--- config.mk ---
export PLATFORM = sky130hd
export DESIGN_NAME = json_string_unescape_utf8_core
export DESIGN_NICKNAME = d
export VERILOG_FILES = /design/src/hdl/jsu_pkg.sv /design/src/hdl/json_string_unescape_utf8_core.sv /design/src/hdl/jsu_front.sv /design/src/hdl/jsu_queue.sv /design/src/hdl/jsu_back.sv
export VERILOG_INCLUDE_DIRS = /design/src /design/src/hdl
export SDC_FILE = /design/constraint.sdc
export NUM_CORES = 1
export LEC_CHECK = 0
export BUFFER_PORTS_ARGS = -buffer_cell sky130_fd_sc_hd__buf_4
export CAP_MARGIN = 20
export CORE_ASPECT_RATIO = 0.75
export CORE_MARGIN = 4
export CORE_UTILIZATION = 50
export DETAILED_ROUTE_END_ITERATION = 16
export PLACE_DENSITY = 0.67
export SLEW_MARGIN = 20
export SYNTH_ARGS = -nofsm -noshare
export SYNTH_HDL_FRONTEND = slang
export SYNTH_SLANG_ARGS = --single-unit
--- constraint.sdc ---
create_clock -name clk -period 5.1 [get_ports clk]
set_clock_uncertainty 0.05 [all_clocks]
set_input_delay 1.02 -clock clk [delete_from_list [all_inputs] [get_ports clk]]
set_output_delay 1.02 -clock clk [all_outputs]
set_load 0.1 [all_outputs]
--- src/hdl/json_string_unescape_utf8_core_macros.svh ---
// Assertion helpers for the unescaper.
`ifndef JSON_STRING_UNESCAPE_UTF8_CORE_MACROS_SVH
`define JSON_STRING_UNESCAPE_UTF8_CORE_MACROS_SVH

// Same-cycle implication.
`define JSU_ASSERT_IMPL(label, ante, cons) \
    label: assert property (@(posedge clk) disable iff (!rst_n) (ante) |-> (cons)) \
        else $error("jsu assertion failed");

// Next-cycle implication.
`define JSU_ASSERT_NEXT(label, ante, cons) \
    label: assert property (@(posedge clk) disable iff (!rst_n) (ante) |=> (cons)) \
        else $error("jsu assertion failed");

`endif

--- src/hdl/jsu_pkg.sv ---
`timescale 1ns / 1ps
package jsu_pkg;

    localparam int Q_DEPTH = 4;
    localparam int QPTR_W  = $clog2(Q_DEPTH);
    localparam int QCNT_W  = $clog2(Q_DEPTH + 1);

    localparam logic [1:0] KIND_DATA = 2'd0;
    localparam logic [1:0] KIND_DONE = 2'd1;
    localparam logic [1:0] KIND_ERR  = 2'd2;

    localparam logic [2:0] ERR_NO_QUOTE   = 3'd0;
    localparam logic [2:0] ERR_EARLY_END  = 3'd1;
    localparam logic [2:0] ERR_CTRL_CHAR  = 3'd2;
    localparam logic [2:0] ERR_BAD_ESC    = 3'd3;
    localparam logic [2:0] ERR_BAD_HEX    = 3'd4;
    localparam logic [2:0] ERR_NO_LOW     = 3'd5;
    localparam logic [2:0] ERR_BAD_LOW    = 3'd6;
    localparam logic [2:0] ERR_INCOMPLETE = 3'd7;

    localparam logic [7:0] CH_QUOTE = 8'h22;
    localparam logic [7:0] CH_BSL   = 8'h5C;
    localparam logic [7:0] CH_SLASH = 8'h2F;
    localparam logic [7:0] CH_B     = 8'h62;
    localparam logic [7:0] CH_F     = 8'h66;
    localparam logic [7:0] CH_N     = 8'h6E;
    localparam logic [7:0] CH_R     = 8'h72;
    localparam logic [7:0] CH_T     = 8'h74;
    localparam logic [7:0] CH_U     = 8'h75;
    localparam logic [7:0] CH_SPACE = 8'h20;

    typedef enum logic [3:0] {
        PH_IDLE    = 4'd0,
        PH_BODY    = 4'd1,
        PH_ESC     = 4'd2,
        PH_HEX1    = 4'd3,
        PH_WANT_BS = 4'd4,
        PH_WANT_U  = 4'd5,
        PH_HEX2    = 4'd6
    } phase_t;

    typedef struct packed {
        logic [7:0] in_byte;
        logic       in_end;
    } in_item_t;

    typedef struct packed {
        logic [1:0] kind;
        logic [7:0] out_byte;
        logic [2:0] error_code;
        logic       last;
    } out_item_t;

    typedef struct packed {
        logic [1:0] kind;
        logic [7:0] out_byte;
        logic [2:0] error_code;
    } res_t;

    // Up to four results caused by one input item.
    typedef struct packed {
        logic [2:0]      count;
        res_t [3:0]      res;
    } burst_t;

    typedef struct packed {
        logic full;
        logic empty;
    } q_status_t;

    function automatic res_t data_res(input logic [7:0] b);
        res_t r;
        r.kind       = KIND_DATA;
        r.out_byte   = b;
        r.error_code = 3'd0;
        return r;
    endfunction

    function automatic burst_t one_burst(input res_t r);
        burst_t bu;
        bu       = '0;
        bu.count = 3'd1;
        bu.res[0] = r;
        return bu;
    endfunction

    function automatic burst_t err_burst(input logic [2:0] code);
        res_t r;
        r.kind       = KIND_ERR;
        r.out_byte   = 8'h00;
        r.error_code = code;
        return one_burst(r);
    endfunction

    function automatic burst_t done_burst();
        res_t r;
        r.kind       = KIND_DONE;
        r.out_byte   = 8'h00;
        r.error_code = 3'd0;
        return one_burst(r);
    endfunction

    // {valid, value}
    function automatic logic [4:0] hex_nibble(input logic [7:0] c);
        logic [4:0] v;
        if (c inside {[8'h30:8'h39]})
            v = {1'b1, 4'(c - 8'h30)};
        else if (c inside {[8'h61:8'h66]})
            v = {1'b1, 4'(c - 8'h57)};
        else if (c inside {[8'h41:8'h46]})
            v = {1'b1, 4'(c - 8'h37)};
        else
            v = 5'd0;
        return v;
    endfunction

    function automatic burst_t utf8_burst(input logic [20:0] cp);
        burst_t bu;
        bu = '0;
        if (cp <= 21'h7F)
        begin
            bu.count  = 3'd1;
            bu.res[0] = data_res({1'b0, cp[6:0]});
        end
        else if (cp <= 21'h7FF)
        begin
            bu.count  = 3'd2;
            bu.res[0] = data_res({3'b110, cp[10:6]});
            bu.res[1] = data_res({2'b10, cp[5:0]});
        end
        else if (cp <= 21'hFFFF)
        begin
            bu.count  = 3'd3;
            bu.res[0] = data_res({4'b1110, cp[15:12]});
            bu.res[1] = data_res({2'b10, cp[11:6]});
            bu.res[2] = data_res({2'b10, cp[5:0]});
        end
        else
        begin
            bu.count  = 3'd4;
            bu.res[0] = data_res({5'b11110, cp[20:18]});
            bu.res[1] = data_res({2'b10, cp[17:12]});
            bu.res[2] = data_res({2'b10, cp[11:6]});
            bu.res[3] = data_res({2'b10, cp[5:0]});
        end
        return bu;
    endfunction

endpackage

--- src/hdl/json_string_unescape_utf8_core.sv ---
`timescale 1ns / 1ps
// JSON string unescaper to UTF-8. Feed the bytes of one quoted string,
// opening quote first; in_end marks end of text. One input item is taken
// every cycle while the four-entry queue between the decoder and the output
// stage has room. Each input item yields zero to four results (a \uXXXX or
// surrogate pair yields up to four UTF-8 bytes), and the output stage
// delivers one result per cycle while out_ready is high, so sustained
// throughput is set by the output port: one result per cycle. out_valid for
// the first result of an item rises once its burst, written to the queue on
// the accepting edge, has been loaded into the output register; that load
// waits while earlier results are still pending.
// in_ready drops only while four undelivered bursts sit in the queue.
`include "json_string_unescape_utf8_core_macros.svh"
module json_string_unescape_utf8_core
(
    input  logic               clk,
    input  logic               rst_n,
    input  logic               in_valid,
    output logic               in_ready,
    input  jsu_pkg::in_item_t  in_item,
    output logic               out_valid,
    input  logic               out_ready,
    output jsu_pkg::out_item_t out_item
);

    jsu_pkg::q_status_t q_status;
    jsu_pkg::burst_t    push_burst;
    jsu_pkg::burst_t    head;
    logic               push;
    logic               pop;

    jsu_front u_front
    (
        .clk      (clk),
        .rst_n    (rst_n),
        .in_valid (in_valid),
        .in_ready (in_ready),
        .in_item  (in_item),
        .q_status (q_status),
        .push     (push),
        .burst    (push_burst)
    );

    jsu_queue u_queue
    (
        .clk       (clk),
        .rst_n     (rst_n),
        .push      (push),
        .push_data (push_burst),
        .pop       (pop),
        .head      (head),
        .q_status  (q_status)
    );

    jsu_back u_back
    (
        .clk       (clk),
        .rst_n     (rst_n),
        .head      (head),
        .q_status  (q_status),
        .pop       (pop),
        .out_valid (out_valid),
        .out_ready (out_ready),
        .out_item  (out_item)
    );

    `JSU_ASSERT_IMPL(a_term_is_last, out_valid && out_item.kind != jsu_pkg::KIND_DATA, out_item.last)
    `JSU_ASSERT_IMPL(a_fields_clean, out_valid, (out_item.kind == jsu_pkg::KIND_DATA && out_item.error_code == 3'd0) || (out_item.kind == jsu_pkg::KIND_DONE && out_item.out_byte == 8'h00 && out_item.error_code == 3'd0) || (out_item.kind == jsu_pkg::KIND_ERR && out_item.out_byte == 8'h00))
    `JSU_ASSERT_NEXT(a_queue_drains, !q_status.empty && !out_valid, out_valid)

endmodule

--- src/hdl/jsu_front.sv ---
`timescale 1ns / 1ps
module jsu_front
(
    input  logic               clk,
    input  logic               rst_n,
    input  logic               in_valid,
    output logic               in_ready,
    input  jsu_pkg::in_item_t  in_item,
    input  jsu_pkg::q_status_t q_status,
    output logic               push,
    output jsu_pkg::burst_t    burst
);

    jsu_pkg::phase_t phase_reg, phase_next;
    logic [15:0]     hex_accum_reg, hex_accum_next;
    logic [1:0]      hex_count_reg, hex_count_next;
    logic [9:0]      high_sur_reg, high_sur_next;

    logic            accept;
    logic [7:0]      c;
    logic [4:0]      nib;
    logic [15:0]     acc_shift;
    logic [20:0]     pair_cp;

    assign in_ready = !q_status.full;
    assign accept   = in_valid && in_ready;
    assign c        = in_item.in_byte;
    assign nib      = jsu_pkg::hex_nibble(c);
    assign acc_shift = {hex_accum_reg[11:0], nib[3:0]};
    assign pair_cp  = 21'h10000 + {1'b0, high_sur_reg, acc_shift[9:0]};

    always_ff @(posedge clk or negedge rst_n)
    begin
        if (!rst_n)
        begin
            phase_reg     <= jsu_pkg::PH_IDLE;
            hex_accum_reg <= '0;
            hex_count_reg <= '0;
            high_sur_reg  <= '0;
        end
        else if (accept)
        begin
            phase_reg     <= phase_next;
            hex_accum_reg <= hex_accum_next;
            hex_count_reg <= hex_count_next;
            high_sur_reg  <= high_sur_next;
        end
    end

    always_comb
    begin
        logic fail;
        fail           = 1'b0;
        phase_next     = phase_reg;
        hex_accum_next = hex_accum_reg;
        hex_count_next = hex_count_reg;
        high_sur_next  = high_sur_reg;
        burst          = '0;

        case (phase_reg)
            jsu_pkg::PH_BODY:
            begin
                if (in_item.in_end)
                begin
                    fail = 1'b1;
                    burst = jsu_pkg::err_burst(jsu_pkg::ERR_EARLY_END);
                end
                else if (c == jsu_pkg::CH_QUOTE)
                begin
                    burst = jsu_pkg::done_burst();
                    phase_next = jsu_pkg::PH_IDLE;
                end
                else if (c < jsu_pkg::CH_SPACE)
                begin
                    fail = 1'b1;
                    burst = jsu_pkg::err_burst(jsu_pkg::ERR_CTRL_CHAR);
                end
                else if (c == jsu_pkg::CH_BSL)
                    phase_next = jsu_pkg::PH_ESC;
                else
                    burst = jsu_pkg::one_burst(jsu_pkg::data_res(c));
            end
            jsu_pkg::PH_ESC:
            begin
                if (in_item.in_end)
                begin
                    fail = 1'b1;
                    burst = jsu_pkg::err_burst(jsu_pkg::ERR_EARLY_END);
                end
                else
                begin
                    phase_next = jsu_pkg::PH_BODY;
                    if (c inside {jsu_pkg::CH_QUOTE, jsu_pkg::CH_BSL, jsu_pkg::CH_SLASH})
                        burst = jsu_pkg::one_burst(jsu_pkg::data_res(c));
                    else if (c == jsu_pkg::CH_B)
                        burst = jsu_pkg::one_burst(jsu_pkg::data_res(8'h08));
                    else if (c == jsu_pkg::CH_F)
                        burst = jsu_pkg::one_burst(jsu_pkg::data_res(8'h0C));
                    else if (c == jsu_pkg::CH_N)
                        burst = jsu_pkg::one_burst(jsu_pkg::data_res(8'h0A));
                    else if (c == jsu_pkg::CH_R)
                        burst = jsu_pkg::one_burst(jsu_pkg::data_res(8'h0D));
                    else if (c == jsu_pkg::CH_T)
                        burst = jsu_pkg::one_burst(jsu_pkg::data_res(8'h09));
                    else if (c == jsu_pkg::CH_U)
                    begin
                        phase_next     = jsu_pkg::PH_HEX1;
                        hex_accum_next = '0;
                        hex_count_next = '0;
                    end
                    else
                    begin
                        fail = 1'b1;
                        burst = jsu_pkg::err_burst(jsu_pkg::ERR_BAD_ESC);
                    end
                end
            end
            jsu_pkg::PH_HEX1, jsu_pkg::PH_HEX2:
            begin
                if (in_item.in_end)
                begin
                    fail = 1'b1;
                    burst = jsu_pkg::err_burst(jsu_pkg::ERR_INCOMPLETE);
                end
                else if (!nib[4])
                begin
                    fail = 1'b1;
                    burst = jsu_pkg::err_burst(jsu_pkg::ERR_BAD_HEX);
                end
                else if (hex_count_reg != 2'd3)
                begin
                    hex_accum_next = acc_shift;
                    hex_count_next = hex_count_reg + 2'd1;
                end
                else
                begin
                    hex_accum_next = '0;
                    hex_count_next = '0;
                    if (phase_reg == jsu_pkg::PH_HEX1)
                    begin
                        if (acc_shift >= 16'hD800 && acc_shift <= 16'hDBFF)
                        begin
                            high_sur_next = acc_shift[9:0];
                            phase_next    = jsu_pkg::PH_WANT_BS;
                        end
                        else
                        begin
                            burst      = jsu_pkg::utf8_burst({5'd0, acc_shift});
                            phase_next = jsu_pkg::PH_BODY;
                        end
                    end
                    else if (acc_shift < 16'hDC00 || acc_shift > 16'hDFFF)
                    begin
                        fail = 1'b1;
                        burst = jsu_pkg::err_burst(jsu_pkg::ERR_BAD_LOW);
                    end
                    else
                    begin
                        burst         = jsu_pkg::utf8_burst(pair_cp);
                        high_sur_next = '0;
                        phase_next    = jsu_pkg::PH_BODY;
                    end
                end
            end
            jsu_pkg::PH_WANT_BS:
            begin
                if (in_item.in_end)
                begin
                    fail = 1'b1;
                    burst = jsu_pkg::err_burst(jsu_pkg::ERR_EARLY_END);
                end
                else if (c == jsu_pkg::CH_BSL)
                    phase_next = jsu_pkg::PH_WANT_U;
                else
                begin
                    fail = 1'b1;
                    burst = jsu_pkg::err_burst(jsu_pkg::ERR_NO_LOW);
                end
            end
            jsu_pkg::PH_WANT_U:
            begin
                if (in_item.in_end)
                begin
                    fail = 1'b1;
                    burst = jsu_pkg::err_burst(jsu_pkg::ERR_EARLY_END);
                end
                else if (c == jsu_pkg::CH_U)
                begin
                    phase_next     = jsu_pkg::PH_HEX2;
                    hex_accum_next = '0;
                    hex_count_next = '0;
                end
                else
                begin
                    fail = 1'b1;
                    burst = jsu_pkg::err_burst(jsu_pkg::ERR_NO_LOW);
                end
            end
            default:
            begin
                if (in_item.in_end)
                begin
                    fail = 1'b1;
                    burst = jsu_pkg::err_burst(jsu_pkg::ERR_EARLY_END);
                end
                else if (c == jsu_pkg::CH_QUOTE)
                    phase_next = jsu_pkg::PH_BODY;
                else
                begin
                    fail = 1'b1;
                    burst = jsu_pkg::err_burst(jsu_pkg::ERR_NO_QUOTE);
                end
            end
        endcase

        if (fail)
        begin
            phase_next     = jsu_pkg::PH_IDLE;
            hex_accum_next = '0;
            hex_count_next = '0;
            high_sur_next  = '0;
        end
    end

    assign push = accept && (burst.count != 3'd0);

endmodule

--- src/hdl/jsu_queue.sv ---
`timescale 1ns / 1ps
module jsu_queue
(
    input  logic                clk,
    input  logic                rst_n,
    input  logic                push,
    input  jsu_pkg::burst_t     push_data,
    input  logic                pop,
    output jsu_pkg::burst_t     head,
    output jsu_pkg::q_status_t  q_status
);

    jsu_pkg::burst_t                  mem_reg [jsu_pkg::Q_DEPTH];
    logic [jsu_pkg::QPTR_W-1:0]       wr_ptr_reg, wr_ptr_next;
    logic [jsu_pkg::QPTR_W-1:0]       rd_ptr_reg, rd_ptr_next;
    logic [jsu_pkg::QCNT_W-1:0]       cnt_reg, cnt_next;
    logic                             do_push, do_pop;

    localparam logic [jsu_pkg::QPTR_W-1:0] PTR_LAST = jsu_pkg::QPTR_W'(jsu_pkg::Q_DEPTH - 1);
    localparam logic [jsu_pkg::QCNT_W-1:0] CNT_FULL = jsu_pkg::QCNT_W'(jsu_pkg::Q_DEPTH);

    assign q_status.full  = (cnt_reg == CNT_FULL);
    assign q_status.empty = (cnt_reg == '0);
    assign do_push = push && !q_status.full;
    assign do_pop  = pop && !q_status.empty;
    assign head    = mem_reg[rd_ptr_reg];

    always_comb
    begin
        wr_ptr_next = wr_ptr_reg;
        rd_ptr_next = rd_ptr_reg;
        cnt_next    = cnt_reg;
        if (do_push)
            wr_ptr_next = (wr_ptr_reg == PTR_LAST) ? '0 : wr_ptr_reg + 1'b1;
        if (do_pop)
            rd_ptr_next = (rd_ptr_reg == PTR_LAST) ? '0 : rd_ptr_reg + 1'b1;
        if (do_push && !do_pop)
            cnt_next = cnt_reg + 1'b1;
        else if (do_pop && !do_push)
            cnt_next = cnt_reg - 1'b1;
    end

    always_ff @(posedge clk or negedge rst_n)
    begin
        if (!rst_n)
        begin
            wr_ptr_reg <= '0;
            rd_ptr_reg <= '0;
            cnt_reg    <= '0;
        end
        else
        begin
            wr_ptr_reg <= wr_ptr_next;
            rd_ptr_reg <= rd_ptr_next;
            cnt_reg    <= cnt_next;
        end
    end

    always_ff @(posedge clk)
    begin
        if (do_push)
            mem_reg[wr_ptr_reg] <= push_data;
    end

endmodule

--- src/hdl/jsu_back.sv ---
`timescale 1ns / 1ps
module jsu_back
(
    input  logic                clk,
    input  logic                rst_n,
    input  jsu_pkg::burst_t     head,
    input  jsu_pkg::q_status_t  q_status,
    output logic                pop,
    output logic                out_valid,
    input  logic                out_ready,
    output jsu_pkg::out_item_t  out_item
);

    logic            cur_valid_reg, cur_valid_next;
    jsu_pkg::burst_t cur_reg, cur_next;
    logic [1:0]      idx_reg, idx_next;
    logic            is_last;
    logic            load;
    jsu_pkg::res_t   sel;

    assign is_last   = ({1'b0, idx_reg} + 3'd1) == cur_reg.count;
    assign load      = !cur_valid_reg || (out_ready && is_last);
    assign pop       = load && !q_status.empty;
    assign out_valid = cur_valid_reg;
    assign sel       = cur_reg.res[idx_reg];

    assign out_item.kind       = sel.kind;
    assign out_item.out_byte   = sel.out_byte;
    assign out_item.error_code = sel.error_code;
    assign out_item.last       = is_last;

    always_comb
    begin
        cur_valid_next = cur_valid_reg;
        cur_next       = cur_reg;
        idx_next       = idx_reg;
        if (load)
        begin
            cur_valid_next = !q_status.empty;
            cur_next       = head;
            idx_next       = '0;
        end
        else if (out_ready)
            idx_next = idx_reg + 2'd1;
    end

    always_ff @(posedge clk or negedge rst_n)
    begin
        if (!rst_n)
        begin
            cur_valid_reg <= 1'b0;
            idx_reg       <= '0;
        end
        else
        begin
            cur_valid_reg <= cur_valid_next;
            idx_reg       <= idx_next;
        end
    end

    always_ff @(posedge clk)
    begin
        cur_reg <= cur_next;
    end

endmodule
# Yosys cells after proc, flatten, opt, wreduce, memory -nomap -nowiden
# Memory sizes are Yosys's and may differ from the RTL's. A register that Yosys moved wholly into a read port is not among the register bits.
# Index checks and enable logic that the tools add are counted.
# op_classes
n_addsub,11
mul,0
div_mod_pow,0
order_cmp,17
eq_ne,40
shift,0
mux,137
bitwise_logic,0
n_reduce_logical,32
# ops
cell,count
55-bit 2-to-1 mux,19
55-bit one-hot mux with 5 select lines,1
53-bit 2-to-1 mux,5
16-bit 2-to-1 mux,13
4-bit 2-to-1 mux,23
10-bit 2-to-1 mux,8
39-bit 2-to-1 mux,2
"8-bit by 7-bit == test with 1-bit output, second input constant",7
26-bit 2-to-1 mux,2
16-bit one-hot mux with 3 select lines,1
13-bit 2-to-1 mux,3
2-bit 2-to-1 mux,19
35-bit 2-to-1 mux,1
13-bit binary-select mux with 2-bit select,1
1-bit 2-to-1 mux,24
"3-bit inequality test, second input constant",8
11-bit 2-to-1 mux,2
22-bit 2-to-1 mux,1
"17-bit by 20-bit adder with 21-bit output, first input constant",1
"21-bit by 11-bit <= comparator with 1-bit output, second input constant",1
"21-bit by 16-bit <= comparator with 1-bit output, second input constant",1
"21-bit by 7-bit <= comparator with 1-bit output, second input constant",1
4-bit one-hot mux with 5 select lines,1
3-bit 2-to-1 mux,6
other kinds (47),86
# word_totals
ff_bits,42
latchBits,0
mem_bits_rw,220
mem_bits_ro,0
output_inout_bits,16
wordCells,247
n_memories,1
# mem_list
memory,words,word_bits,rd,rd_ports_with_merged_regs,write_ports,line_no,text
u_queue.mem_reg,4,55,1,1,1,jsu_queue.sv:13,jsu_pkg::burst_t mem_reg [jsu_pkg::Q_DEPTH];

# Longest topological paths before layout
# depth
depth_word,23
depth_mapped,17
mapped_depth_nobuf,17

# By module
# Synthesis repeated with hierarchy kept, for this count alone.
# unflattened
hier_cells,905
hier_area_um2,14296.2
# modules_own_cells
mod,n_inst,cells_per_inst,area_each_um2
jsu_queue,1,324,8380.5
jsu_front,1,491,3728.6
jsu_back,1,90,2187.1

# Worst setup path after synthesis
# Ideal clock, no wire load.
# synth_path
path_type,input -> register
start,in in_item[2] (netlist name)
end,mem u_queue.mem_reg[3][0] (netlist name) (enable)
setup_ns,0.397
arrival_time_ns,4.282
required_time_ns,4.653
setup_slack_ns,0.371
stages,12
n_path_buf,0
path_cell_list,inv_1 > ha_1 > nor2_1 > a2111o_1 > nor2_1 > o21ai_2 > nor4_4 > o21ai_2 > a31oi_1 > o21ai_2 > a31oi_4 > and2_1
# synth_via
elab_chain_len,21
elab_cells_between_ends,73
cone_classes,4 x add/sub; 16 x order compare; 9 x eq/ne; 35 x mux; 9 x reduce/logical
# synth_rtl
item,line_no,text
from (decl),json_string_unescape_utf8_core.sv:20,"input jsu_pkg::in_item_t in_item,"
8-bit by 7-bit >= comparator with 1-bit output / 8-bit by 7-bit <= comparator with 1-bit output (equally long branches),jsu_pkg.sv:110,else if (c inside {[8'h41:8'h46]})
1-bit logical AND,jsu_pkg.sv:110,
5-bit 2-to-1 mux,jsu_pkg.sv:110,
5-bit 2-to-1 mux,jsu_pkg.sv:108,else if (c inside {[8'h61:8'h66]})
5-bit 2-to-1 mux,jsu_pkg.sv:106,if (c inside {[8'h30:8'h39]})
17-bit by 20-bit adder with 21-bit output,jsu_front.sv:30,"assign pair_cp = 21'h10000 + {1'b0, high_sur_reg, acc_shift[9:0]};"
21-bit by 16-bit <= comparator with 1-bit output,jsu_pkg.sv:131,else if (cp <= 21'hFFFF)
3-bit 2-to-1 mux,jsu_pkg.sv:131,
[... 6 more ...],n/a,
55-bit 2-to-1 mux,jsu_front.sv:120,if (in_item.in_end)
55-bit one-hot mux with 5 select lines *,jsu_front.sv:60,case (phase_reg)
3-bit nonzero test *,jsu_front.sv:225,assign push = accept && (burst.count != 3'd0);
1-bit logical AND *,jsu_front.sv:225,
1-bit logical AND *,jsu_queue.sv:24,assign do_push = push && !q_status.full;
net u_queue.do_push,jsu_queue.sv:17,"logic do_push, do_pop;"
1-bit 2-to-1 mux *,jsu_queue.sv:61,if (do_push)
1-bit 2-to-1 mux (implied by the code) *,jsu_queue.sv:62,mem_reg[wr_ptr_reg] <= push_data;
to (decl),jsu_queue.sv:13,
# The timed path passes the listed nets; every way through them passes the cells marked *.

# Worst setup path in the final report
# layout_path
start,in in_item[2] (netlist name)
end,reg u_queue.cnt_reg[2] (netlist name)
# layout_via
elab_chain_len,22
elab_cells_between_ends,76
cone_classes,4 x add/sub; 16 x order compare; 9 x eq/ne; 34 x mux; 13 x reduce/logical
# layout_rtl
item,line_no,text
8-bit by 7-bit >= comparator with 1-bit output / 8-bit by 7-bit <= comparator with 1-bit output (equally long branches),jsu_pkg.sv:110,
1-bit logical AND,jsu_pkg.sv:110,
5-bit 2-to-1 mux,jsu_pkg.sv:110,
5-bit 2-to-1 mux,jsu_pkg.sv:108,
5-bit 2-to-1 mux,jsu_pkg.sv:106,
17-bit by 20-bit adder with 21-bit output,jsu_front.sv:30,
21-bit by 16-bit <= comparator with 1-bit output,jsu_pkg.sv:131,
3-bit 2-to-1 mux,jsu_pkg.sv:131,
[... 7 more ...],n/a,
55-bit one-hot mux with 5 select lines *,jsu_front.sv:60,
3-bit nonzero test *,jsu_front.sv:225,
1-bit logical AND *,jsu_front.sv:225,
1-bit logical AND *,jsu_queue.sv:24,
net u_queue.do_push,jsu_queue.sv:17,
1-bit logical NOT,jsu_queue.sv:39,else if (do_pop && !do_push)
1-bit logical AND,jsu_queue.sv:39,
2-bit nonzero test (no line),n/a,
to (signal assigned),jsu_queue.sv:55,cnt_reg <= cnt_next;
to (decl),jsu_queue.sv:16,"logic [jsu_pkg::QCNT_W-1:0] cnt_reg, cnt_next;"
# Marks and branches as above.
# A chain may end at the register's enable or synchronous reset.

==> results.md <==
- Post-synth design cell area: between 0.01 and 0.015 mm^2
- Worst setup path category: input port to flop
- DRT antenna net count: 0
- Hold Worst Slack: 0.435 ns
- Number of sinks handled by clock tree synthesis: 217
- Total global routing track utilization: approximately a fifth
- Endpoint class of the critical path: flop
- Async set-or-reset flop fraction in the synthesized netlist: 17.1%
- Top-level I/O count: 29
- Overall Power: between 5000 and 6000 uW
- Post-synthesis sequential area ratio: 61.8%
- Fraction of power consumed by sequential logic: 42.0%
- Share of total power in the clock network: 29.9%
- Post-cts sizing count: 0
- Antenna diode count: 0
- Ratio of total power to cell area: between 500 and 600 mW/mm^2
- Fill cell total of the finished layout: 1577
- Number of setup violations in the final report: 0
- Count of endpoints failing hold in the final timing report: 0
- Top flip-flop cell by instance count after synthesis: edfxtp_1
- Kind of cell with the highest combined delay on the critical path: compound AO/OA/AOI/OAI gates
- Number of global-route vias before repair: about 6500
- Number of buffer cells added on primary ports: 28
- Simple-gate share of the synthesized area: 11.7%
- Initial antenna violation count: 0
- Number of rows in the core area: 45
- Relative max-transition margin: 43.5%
- Least-Margin Pin Slew: 0.848 ns
- Synth Area in Compound Gates: 10.9%
- Average detailed-routed wire length per instance: around 23 um
- Net Switching: 1940 uW
- Cell-internal power: 4050 uW
- Worst EP arrival: around 5 ns
- Total DRC errors in the routed layout: 0
- Nets in the synthesized netlist: 765
- Yosys reg bits: 217
- Min cycle time layout: 4.51 ns
- H-tree level count: 1
- Slowest library cell on the worst path: nor2_1
- Crit path required time: 5.47 ns
- Ratio of cells with drive above 1 in the final layout: 21.8%
- Number of flip-flops under the largest register name: between 100 and 150
- Count of placed standard cells in the final layout, fillers left out: between 1000 and 1500
- GPL Wtd Cong: 0.921
- Maximum number of buffers from clock root to sink: 3
- Die ar.: 0.0229 mm^2
- RSZ-0062 raised after global routing: no
- Clock-pin slew reported for the worst setup and hold paths after clock tree synthesis: 0.06 ns
- Fraction of synthesized cell area in xor and xnor cells: 0.684%
- Critical Path Start Type: input port
- Class of the most critical hold timing path: input port to async pin
- Clock tree from TritonCTS: done
- Launch instance of the worst register-to-register path: u_front.high_sur_reg[6]
- Flip-flop and latch area: 0.00633 mm^2
- Initial Util: approximately 51%
- Final sum of negative setup slack: 0 ns
- Count of different cell masters after synthesis: 80
- Horizontal die dimension: 173 um
- Clock root buffer master: clkbuf_16
- Core Box Area: roughly 0.02 mm^2
- Routed via count: between 6000 and 7000
- Synth-to-Final Area Change: 14.1%
- Portion of netlist area occupied by mux cells: 10.8%
- Final Slew Violations: 0
- Net count reported at finish: 806
- Largest fanout on the critical path: 9
- Crit. Startpoint: in_item[2]
- Drt pass-1 iters: 5
- Number of synthesized flops with an enable pin: 180
- Starting DRT DRC Count: 690
- HPWL after detailed placement: 16.6 mm
- Footprint of the multi-input gates: 0.00369 mm^2
- Outcome: completed
- Die height: roughly 130 um
- Max Fclk: 222 MHz
- Total leakage power: 0.00411 uW
- Via-per-instance ratio: between 6 and 7
- Worst path bufs/invs: 3
- Worst skew pair latency: ~0.5 ns
- Post-CTS Hold Fix Bufs: 0
- Ordered cell list for the critical path: buf_4 > inv_1 > ha_1 > nor2_1 > a2111o_1 > nor2_1 > o21ai_2 > nor4_4 > o21ai_2 > a31oi_1 > o21ai_2 > a31oi_4 > ha_1 > inv_1 > fa_1 > xor2_1 > nor2_1 > xor2_1
- Arithmetic-cell share of the synthesized area counting full adders, half adders and majority gates: 1.91%
- Total detailed-routing wirelength: 23.8 mm
- Slowest Stage Delay on Critical Path: 0.47 ns
- Yosys warnings: 0
- Syn_area_per_cell: approximately 14 um^2
- TritonCTS buffer count: 22
- Instance count of the mapped netlist: 737
- Cell total after placement: 1012
- Post-route clock period utilization: 88.3%
- Largest net degree at the start of global routing: 38
- Switching fraction of total power: 32.4%
- Count of maximum capacitance violations: 0
- Dominant combinational cell family by area after synthesis: simple AND/OR/NAND/NOR gates
- Max IR drop VDD: 0.247 mV
- Post-CTS Setup Bufs: 0
- Proportion of power drawn by combinational gates: 28.1%
- Leftover overflow at the end of global routing: 0
- Global-route wire length before repair: 37.4 mm
path summary, 6_finish.rpt:
path                                             to  slack, ns  depth (start not counted)
min in group clk           u_front.hex_count_reg[1]       0.45                          2
setup / recovery                 u_queue.cnt_reg[2]       0.59                         18
hold / removal                u_queue.wr_ptr_reg[1]       0.44                          1
max in group asynchronous     u_queue.rd_ptr_reg[0]       4.18                          1
hold reg to reg            u_front.hex_count_reg[1]       0.45                          2
setup reg to reg                 u_queue.cnt_reg[2]       0.88                         16
worst reg2reg max path: cells and delay by family (launching register included):
family	cells	cell delay, ns
xor gates and xnor gates	2	0.33
and+or+nand+nor	4	1.11
adders and majority gates	3	0.89
muxes	1	0.34
buffers and inverters	1	0.07
AOI/OAI and AO/OA	5	0.88
DFF	1	0.46
final cells by class:
type,count,share of cell area (%)
clock buffers,26,4.84
clock inverters,14,2.15
inverters,14,0.450
multi-input cells,468,31.6
flip-flops and latches,217,54.2
well taps,258,2.76
repair buffers,55,3.96
power groups by stage:
stage / Clock, uW / Combinational, uW / Sequential [uW]
2_1_floorplan: 0 / 1380 / 2420
3_3_place_gp: 0 / 1670 / 2540
3_5_place_dp: 0 / 1710 / 2550
4_1_cts: 1810 / 1710 / 2520
5_1_grt: 1890 / 1790 / 2550
6_report: 1790 / 1680 / 2510
logic make-up (layout without fill, tap and decap cells):
logic type / after synthesis / after routing
DFF: 217 / 217
AOI/OAI and AO/OA: 155 / 155
xor gates and xnor gates: 8 / 8
muxes: 55 / 55
adders and majority gates: 15 / 15
and+or+nand+nor: 235 / 235
buffers and inverters: 52 / 109
cell usage in the layout, fill, tap and decap left out, drive strengths merged, types with 8 or more instances in the layout:
master | Yosys | routed
buf | 14 | 55
a21oi | 29 | 29
nor3 | 13 | 13
clkbuf | 24 | 26
nand3 | 13 | 13
mux4 | 43 | 43
mux2 | 8 | 8
ha | 14 | 14
nor2 | 54 | 54
o22ai | 11 | 11
dfrtp | 37 | 37
a22o | 14 | 14
o21ai | 32 | 32
inv | 14 | 17
nor4 | 8 | 8
and2 | 27 | 27
edfxtp | 180 | 180
o21a | 8 | 8
nand2 | 76 | 76
a22oi | 13 | 13
cells in the mapped netlist (all sizes together), types with 5 or more instances:
cell type	number	area share [%]
nand2b	5	0.38
inv	14	0.51
nor4	8	0.84
nor3	13	0.64
a22oi	13	0.95
o21a	8	0.59
o21ai	32	1.7
clkbuf	24	0.90
a21oi	29	1.5
a211oi	6	0.49
ha	14	1.7
dfrtp	37	9.0
nand4	5	0.31
a21o	5	0.37
o31ai	5	0.37
nand3	13	0.68
mux4	43	9.5
o22ai	11	0.67
or3	6	0.37
o221ai	5	0.43
a22o	14	1.2
xor2	5	0.43
nor3b	5	0.37
mux2	8	0.95
edfxtp	180	53
nand2	76	2.8
nor2	54	2.0
and2	27	1.6
nor2b	6	0.37
buf	14	0.71
metrics by stage:
stage | utilization (%) | area (um^2) | setup slack [ns]
6_report | 58.0 | 11700 | 0.595
5_1_grt | 58.0 | 11700 | 0.275
4_1_cts | 58.0 | 11700 | 0.600
3_5_place_dp | 53.9 | 10900 | 0.0832
3_3_place_gp | 53.9 | 10900 | 0.258
2_1_floorplan | - | 10200 | 0.371
layer usage:
layer	wire length (um)	GRT usage, %	vias up
met5	0	0	-
met4	423	3.94	0
met3	1400	3.21	34
met2	10700	31.4	238
met1	11200	32.4	3319
li1	-	-	2959
(Power assumes the default switching activity.)
